### src/hw/rtl/box_blur_clipped_edges_macros.svh
// Assertion macros used by the box blur controller.
`ifndef BOX_BLUR_CLIPPED_EDGES_MACROS_SVH
`define BOX_BLUR_CLIPPED_EDGES_MACROS_SVH

// Implication checked at every edge outside reset.
`define BBCE_ASSERT_IMP(label, clk, rst, cond, prop, msg) \
   label: assert property (@(posedge clk) disable iff (rst) (cond) |-> (prop)) \
      else $error(msg);

// Implication checked in the cycle after the condition.
`define BBCE_ASSERT_NEXT(label, clk, rst, cond, prop, msg) \
   label: assert property (@(posedge clk) disable iff (rst) (cond) |=> (prop)) \
      else $error(msg);

`endif

### src/hw/rtl/bbce_pkg.sv
`timescale 1ns / 1ps
`default_nettype none
package bbce_pkg;
   localparam int MAX_RADIUS_DEF = 7;
   localparam int MAX_WIDTH_DEF  = 1024;
   localparam int MAX_HEIGHT_DEF = 4096;

   localparam logic [1:0] REG_RADIUS = 2'd0;
   localparam logic [1:0] REG_WIDTH  = 2'd1;
   localparam logic [1:0] REG_HEIGHT = 2'd2;

   localparam logic OP_PIXEL = 1'b0;
   localparam logic OP_FLUSH = 1'b1;

   // Commands from the controller to the datapath.
   typedef struct packed {
      logic start;     // begin a beat: register the input fields
      logic clr_acc;   // clear window accumulators
      logic rd_issue;  // issue one window read
      logic acc_en;    // accumulate registered read data
      logic div_start; // start the three divisions
      logic finish;    // latch the result and update counters
   } cmd_type;

   // Status from the datapath to the controller.
   typedef struct packed {
      logic emit;      // this beat produces a result
      logic win_done;  // last window read is issued this cycle, or the window is empty
      logic div_done;  // divider finished
   } sts_type;
endpackage
`default_nettype wire

### src/hw/rtl/bbce_ctrl.sv
`timescale 1ns / 1ps
`default_nettype none
`include "box_blur_clipped_edges_macros.svh"
module bbce_ctrl (
   input  wire logic              clock,
   input  wire logic              reset,
   input  wire logic              req_tvalid,
   output logic                   req_tready,
   output logic                   rsp_tvalid,
   input  wire logic              rsp_tready,
   output bbce_pkg::cmd_type      cmd,
   input  wire bbce_pkg::sts_type sts
);
   localparam logic [2:0] S_IDLE = 3'd0;
   localparam logic [2:0] S_DEC  = 3'd1;
   localparam logic [2:0] S_RD   = 3'd2;
   localparam logic [2:0] S_ACC  = 3'd3;
   localparam logic [2:0] S_DIV  = 3'd4;
   localparam logic [2:0] S_WDIV = 3'd5;
   localparam logic [2:0] S_OUT  = 3'd6;

   logic [2:0] state_ff, state_in;
   logic       out_valid_ff, out_valid_in;
   logic       take;

   assign take       = req_tvalid && req_tready;
   assign req_tready = (state_ff == S_IDLE);
   assign rsp_tvalid = out_valid_ff;

   always_comb begin
      state_in     = state_ff;
      out_valid_in = out_valid_ff;
      cmd          = '0;
      if (out_valid_ff && rsp_tready) begin
         out_valid_in = 1'b0;
      end
      case (state_ff)
         S_IDLE: begin
            if (take) begin
               cmd.start = 1'b1;
               state_in  = S_DEC;
            end
         end
         S_DEC: begin
            if (sts.emit) begin
               cmd.clr_acc = 1'b1;
               state_in    = S_RD;
            end else begin
               state_in = S_IDLE;
            end
         end
         S_RD: begin
            cmd.rd_issue = 1'b1;
            if (sts.win_done) begin
               state_in = S_ACC;
            end
         end
         S_ACC: begin
            state_in = S_DIV;
         end
         S_DIV: begin
            cmd.div_start = 1'b1;
            state_in      = S_WDIV;
         end
         S_WDIV: begin
            if (sts.div_done) begin
               state_in = S_OUT;
            end
         end
         S_OUT: begin
            if (!out_valid_ff || rsp_tready) begin
               cmd.finish   = 1'b1;
               out_valid_in = 1'b1;
               state_in     = S_IDLE;
            end
         end
         default: begin
            state_in = S_IDLE;
         end
      endcase
      // Read data lands in the cycle after its issue; accumulate it in both states.
      cmd.acc_en = (state_ff == S_RD) || (state_ff == S_ACC);
   end

   always_ff @(posedge clock) begin
      if (reset) begin
         state_ff     <= S_IDLE;
         out_valid_ff <= 1'b0;
      end else begin
         state_ff     <= state_in;
         out_valid_ff <= out_valid_in;
      end
   end

   `BBCE_ASSERT_NEXT(a_start_dec, clock, reset, take, state_ff == S_DEC, "start not decoded")
   `BBCE_ASSERT_IMP(a_busy_nready, clock, reset, state_ff != S_IDLE, !req_tready,
      "ready while busy")
   `BBCE_ASSERT_NEXT(a_finish_valid, clock, reset, cmd.finish, rsp_tvalid,
      "result not shown")
endmodule
`default_nettype wire

### config.mk
export PLATFORM = sky130hd
export DESIGN_NAME = bbce_ctrl
export DESIGN_NICKNAME = d
export VERILOG_FILES = /design/src/hw/rtl/bbce_pkg.sv /design/src/hw/rtl/bbce_ctrl.sv
export VERILOG_INCLUDE_DIRS = /design/src /design/src/hw/rtl
export SDC_FILE = /design/constraint.sdc
export NUM_CORES = 1
export LEC_CHECK = 0
export BUFFER_PORTS_ARGS = -buffer_cell sky130_fd_sc_hd__buf_4
export CORE_AREA = 2 2 39 41
export DETAILED_ROUTE_END_ITERATION = 16
export DIE_AREA = 0 0 41 43
export PLACE_DENSITY_LB_ADDON = 0.3
export SLEW_MARGIN = 20
export SYNTH_ARGS = -nofsm -noshare
export SYNTH_HDL_FRONTEND = slang
export SYNTH_SLANG_ARGS = --single-unit
### constraint.sdc
create_clock -name clock -period 1.7 [get_ports clock]
set_clock_uncertainty 0.15 [all_clocks]
set_input_delay 0.425 -clock clock [delete_from_list [all_inputs] [get_ports clock]]
set_output_delay 0.425 -clock clock [all_outputs]
set_load 0.05 [all_outputs]
==> results by group <==
Clocking
  • CTS tree: yes
  • Number of H-tree levels: 1
  • Cts bufs inserted: 3
  • Clock insertion delay at the later pin of the skew report: 0.24 ns
  • Hold buffer count at CTS: 0
  • Clock Pin Slew Worst Setup and Hold Paths: 0.04 ns
  • Clock sink count: 4
  • CTS max path bufs: 2
  • Master cell of the clock root buffer: sky130_fd_sc_hd__clkbuf_4

STA
  • Time the worst path needs with I/O delays and setup: 1.77 ns
  • Final WS setup: -0.0668 ns
  • Final setup violation count: 1
  • Setup repair after global routing missed its margin: true
  • Hold Violations, Final: 0
  • Final Hold Slack: 0.214 ns
  • Final max-slew violation count: 0
  • Worst-margin pin slew: 0.308 ns
  • Portion of the clock cycle consumed by the worst path in the final layout: 104%
  • Max-slew headroom at the worst pin: roughly four fifths
  • Fmax: about 570 MHz

Finish
  • Area overhead of the layout relative to synthesis: 94.8%
  • Total inserted antenna cells: 0
  • Most common library cell in the layout ignoring fill and taps: sky130_fd_sc_hd__buf_4
  • Final design area excluding fillers: 614 sq um
  • Cell Count, Final, Fillers Out: 79
  • Share of cells above drive strength 1: 58.7%
  • Nets: 72
  • Most frequent cells in the layout: 15 x sky130_fd_sc_hd__buf_4, 5 x sky130_fd_sc_hd__buf_6, 4 x sky130_fd_sc_hd__a21oi_1, 3 x sky130_fd_sc_hd__clkbuf_4

Floorplan
  • Die X-Extent: 41 microns
  • Row count: 14
  • Die Height: 43 microns
  • I/O pin total: 15
  • Die footprint: 1760 sq um
  • Core footprint: 1380 sq um
  • Effective utilization at floorplan: 22.8%

Route
  • Number of remaining DRC errors: 0
  • Iteration-0 DRC Markers: 5
  • Vias per inst: 4.90
  • Number of search-and-repair iterations in the first detailed-routing pass: 4
  • Final wirelength: 948 microns
  • Count of vias placed by the detailed router: 387
  • Number of routed nets with antenna violations: 0
  • Wire per inst: 12.0 microns

Job
  • Max-capacitance violation count: 0

Yosys
  • Fraction of the yosys area taken by sequential cells: 25.4%
  • Average size of a mapped cell: 7.88 sq um
  • Net count after synthesis: 47
  • Post-synthesis register bit count: 4
  • Number of different library cells in the post-synthesis netlist: 24
  • Total of warnings raised by yosys: 0
  • Cells after synthesis: 40
  • Post-Syn Area: 315 sq um

Power
  • Part of the total power dissipated in sequential elements: roughly a quarter
  • Power density relative to cell area: 722 nW/um^2
  • Cell Int Power: roughly 0.28 mW
  • Share of total power in the clock network: 27.0%
  • Power spent charging and discharging nets: 0.165 mW
  • Standby leakage power: 0.260 nW
  • IR Drop Worst-Case VDD: 0.000370 V
  • Final Power: 0.443 mW
  • Combinational share of power: between 40% and 50%
  • Sw frac: a little under two fifths

Global route
  • First-pass GRT wire length: 1.48 mm
  • Overall global routing resource usage: 12.8%
  • Pin count of the biggest net entering global routing: 11
  • GR Overflow Total: 0
  • Initial antenna violation count: 0
  • Number of global-route vias before repair: 356

Setup path
  • Startpoint type of the worst setup path: flip-flop
  • Arrival time reported for the critical path endpoint: about 1.2 ns
  • Peak fanout along the critical path: 7
  • Category of the most critical setup path: flip-flop to output port
  • Reg-to-reg slack, setup: about 0.13 ns
  • Worst Path Required: 1.12 ns
  • Crit path largest cell delay: around 0.35 ns
  • Buffers plus inverters on the worst setup path: 2
  • Top cell family by delay on the critical path: flip-flops
  • List of cells traversed by the critical path: buf_12 > nor4b_4 > buf_6
  • Library cell contributing the largest single delay on the critical path: sky130_fd_sc_hd__dfxtp_4
  • Nature of the critical path endpoint: output port

Placement
  • Routability congestion estimate: around 0.76
  • Placed wire-length estimate after detailed placement: just over 600 microns
  • # port buffers: 14
  • Standard cell area after detailed placement: ~500 sq um
  • Dpl cells: 71
  • Placement Setup Slack: ~0.016 ns

Outcome
  • Result of the run: complete, but fails checks
  • Failing checks: setup timing

Hold path
  • Hold Crit Class: input port to flip-flop
power groups by stage:
| stage | clock [mW] | sequential [mW] | combinational (mW) |
|---|---|---|---|
| 2_1_floorplan | 0 | 0.107 | 0.131 |
| 3_3_place_gp | 0 | 0.113 | 0.179 |
| 3_5_place_dp | 0 | 0.113 | 0.178 |
| 4_1_cts | 0.124 | 0.112 | 0.201 |
| 5_1_grt | 0.136 | 0.112 | 0.225 |
| 6_report | 0.120 | 0.111 | 0.212 |
through the flow:
stage / setup TNS, ns / utilization [%]
finish: -0.0668 / 44.4
floorplan: -0.303 / -
global placement: 0 / 36.0
detailed placement: 0 / 36.0
CTS: -0.0737 / 43.2
global route: -0.215 / 44.4
flip-flops by register name (all words and copies together), names as in the netlist:
name and cells:
rsp_tvalid 1, state_ff 3
worst paths after layout:
kind | to | start | depth (start not counted)
max | cmd[4] | state_ff[2] | 3
min | state_ff[2] | reset | 2
max reg2reg | state_ff[1] | state_ff[2] | 4
min reg2reg | rsp_tvalid | rsp_tvalid | 2
logic make-up (layout without fill, tap and decap cells):
group | after synthesis | in the layout | share of synthesized area (%)
AND/OR/NAND/NOR | 21 | 21 | 46.0
AO/OA/AOI/OAI | 9 | 9 | 17.5
flip-flops | 4 | 4 | 25.4
buffers and inverters | 6 | 29 | 11.1
timing repair:
action                     CTS  global route
setup endpoints to repair    6             7
gates resized for setup     11             1
pin swaps                    1             0
buffers inserted             2             2
gates cloned                 1             0
synth_stat cells:
| master | count | area, sq um |
|---|---|---|
| sky130_fd_sc_hd__o311ai_0 | 1 | 8.76 |
| sky130_fd_sc_hd__and3_1 | 1 | 6.26 |
| sky130_fd_sc_hd__nand4b_1 | 1 | 8.76 |
| sky130_fd_sc_hd__and4bb_2 | 1 | 12.5 |
| sky130_fd_sc_hd__and2_0 | 1 | 6.26 |
| sky130_fd_sc_hd__buf_4 | 1 | 7.51 |
| sky130_fd_sc_hd__nand2b_1 | 2 | 12.5 |
| sky130_fd_sc_hd__nor2b_1 | 2 | 12.5 |
| sky130_fd_sc_hd__nand4_1 | 1 | 6.26 |
| sky130_fd_sc_hd__nor4b_1 | 1 | 8.76 |
| sky130_fd_sc_hd__nor3_1 | 2 | 10.0 |
| sky130_fd_sc_hd__nor2_1 | 1 | 3.75 |
| sky130_fd_sc_hd__buf_6 | 1 | 11.3 |
| sky130_fd_sc_hd__inv_1 | 3 | 11.3 |
| sky130_fd_sc_hd__o21ai_0 | 2 | 10.0 |
| sky130_fd_sc_hd__buf_2 | 1 | 5.00 |
| sky130_fd_sc_hd__nand3b_1 | 2 | 15.0 |
| sky130_fd_sc_hd__or3_1 | 2 | 12.5 |
| sky130_fd_sc_hd__a311oi_1 | 1 | 8.76 |
| sky130_fd_sc_hd__nor3b_1 | 3 | 22.5 |
| sky130_fd_sc_hd__a21oi_1 | 4 | 20.0 |
| sky130_fd_sc_hd__or3_2 | 1 | 7.51 |
| sky130_fd_sc_hd__dfxtp_1 | 4 | 80.1 |
| sky130_fd_sc_hd__o211ai_1 | 1 | 7.51 |
cell type report:
class	count	area (sq um)
fillers	153	769
multi-input cells	30	246
repair buffers	23	226
flip-flops and latches	4	87.6
clock buffers	3	22.5
well taps	16	20.0
inverters	3	11.3
metal layers:
metal / vias to the layer above / track usage, % / wire, microns
li1: 196 / - / -
met1: 180 / 15.1 / 436
met2: 11 / 19.4 / 457
met3: 0 / 6.28 / 54
met4: 0 / 4.00 / 0
met5: - / 0 / 0
Note: power is estimated with default switching activity, not from simulation.
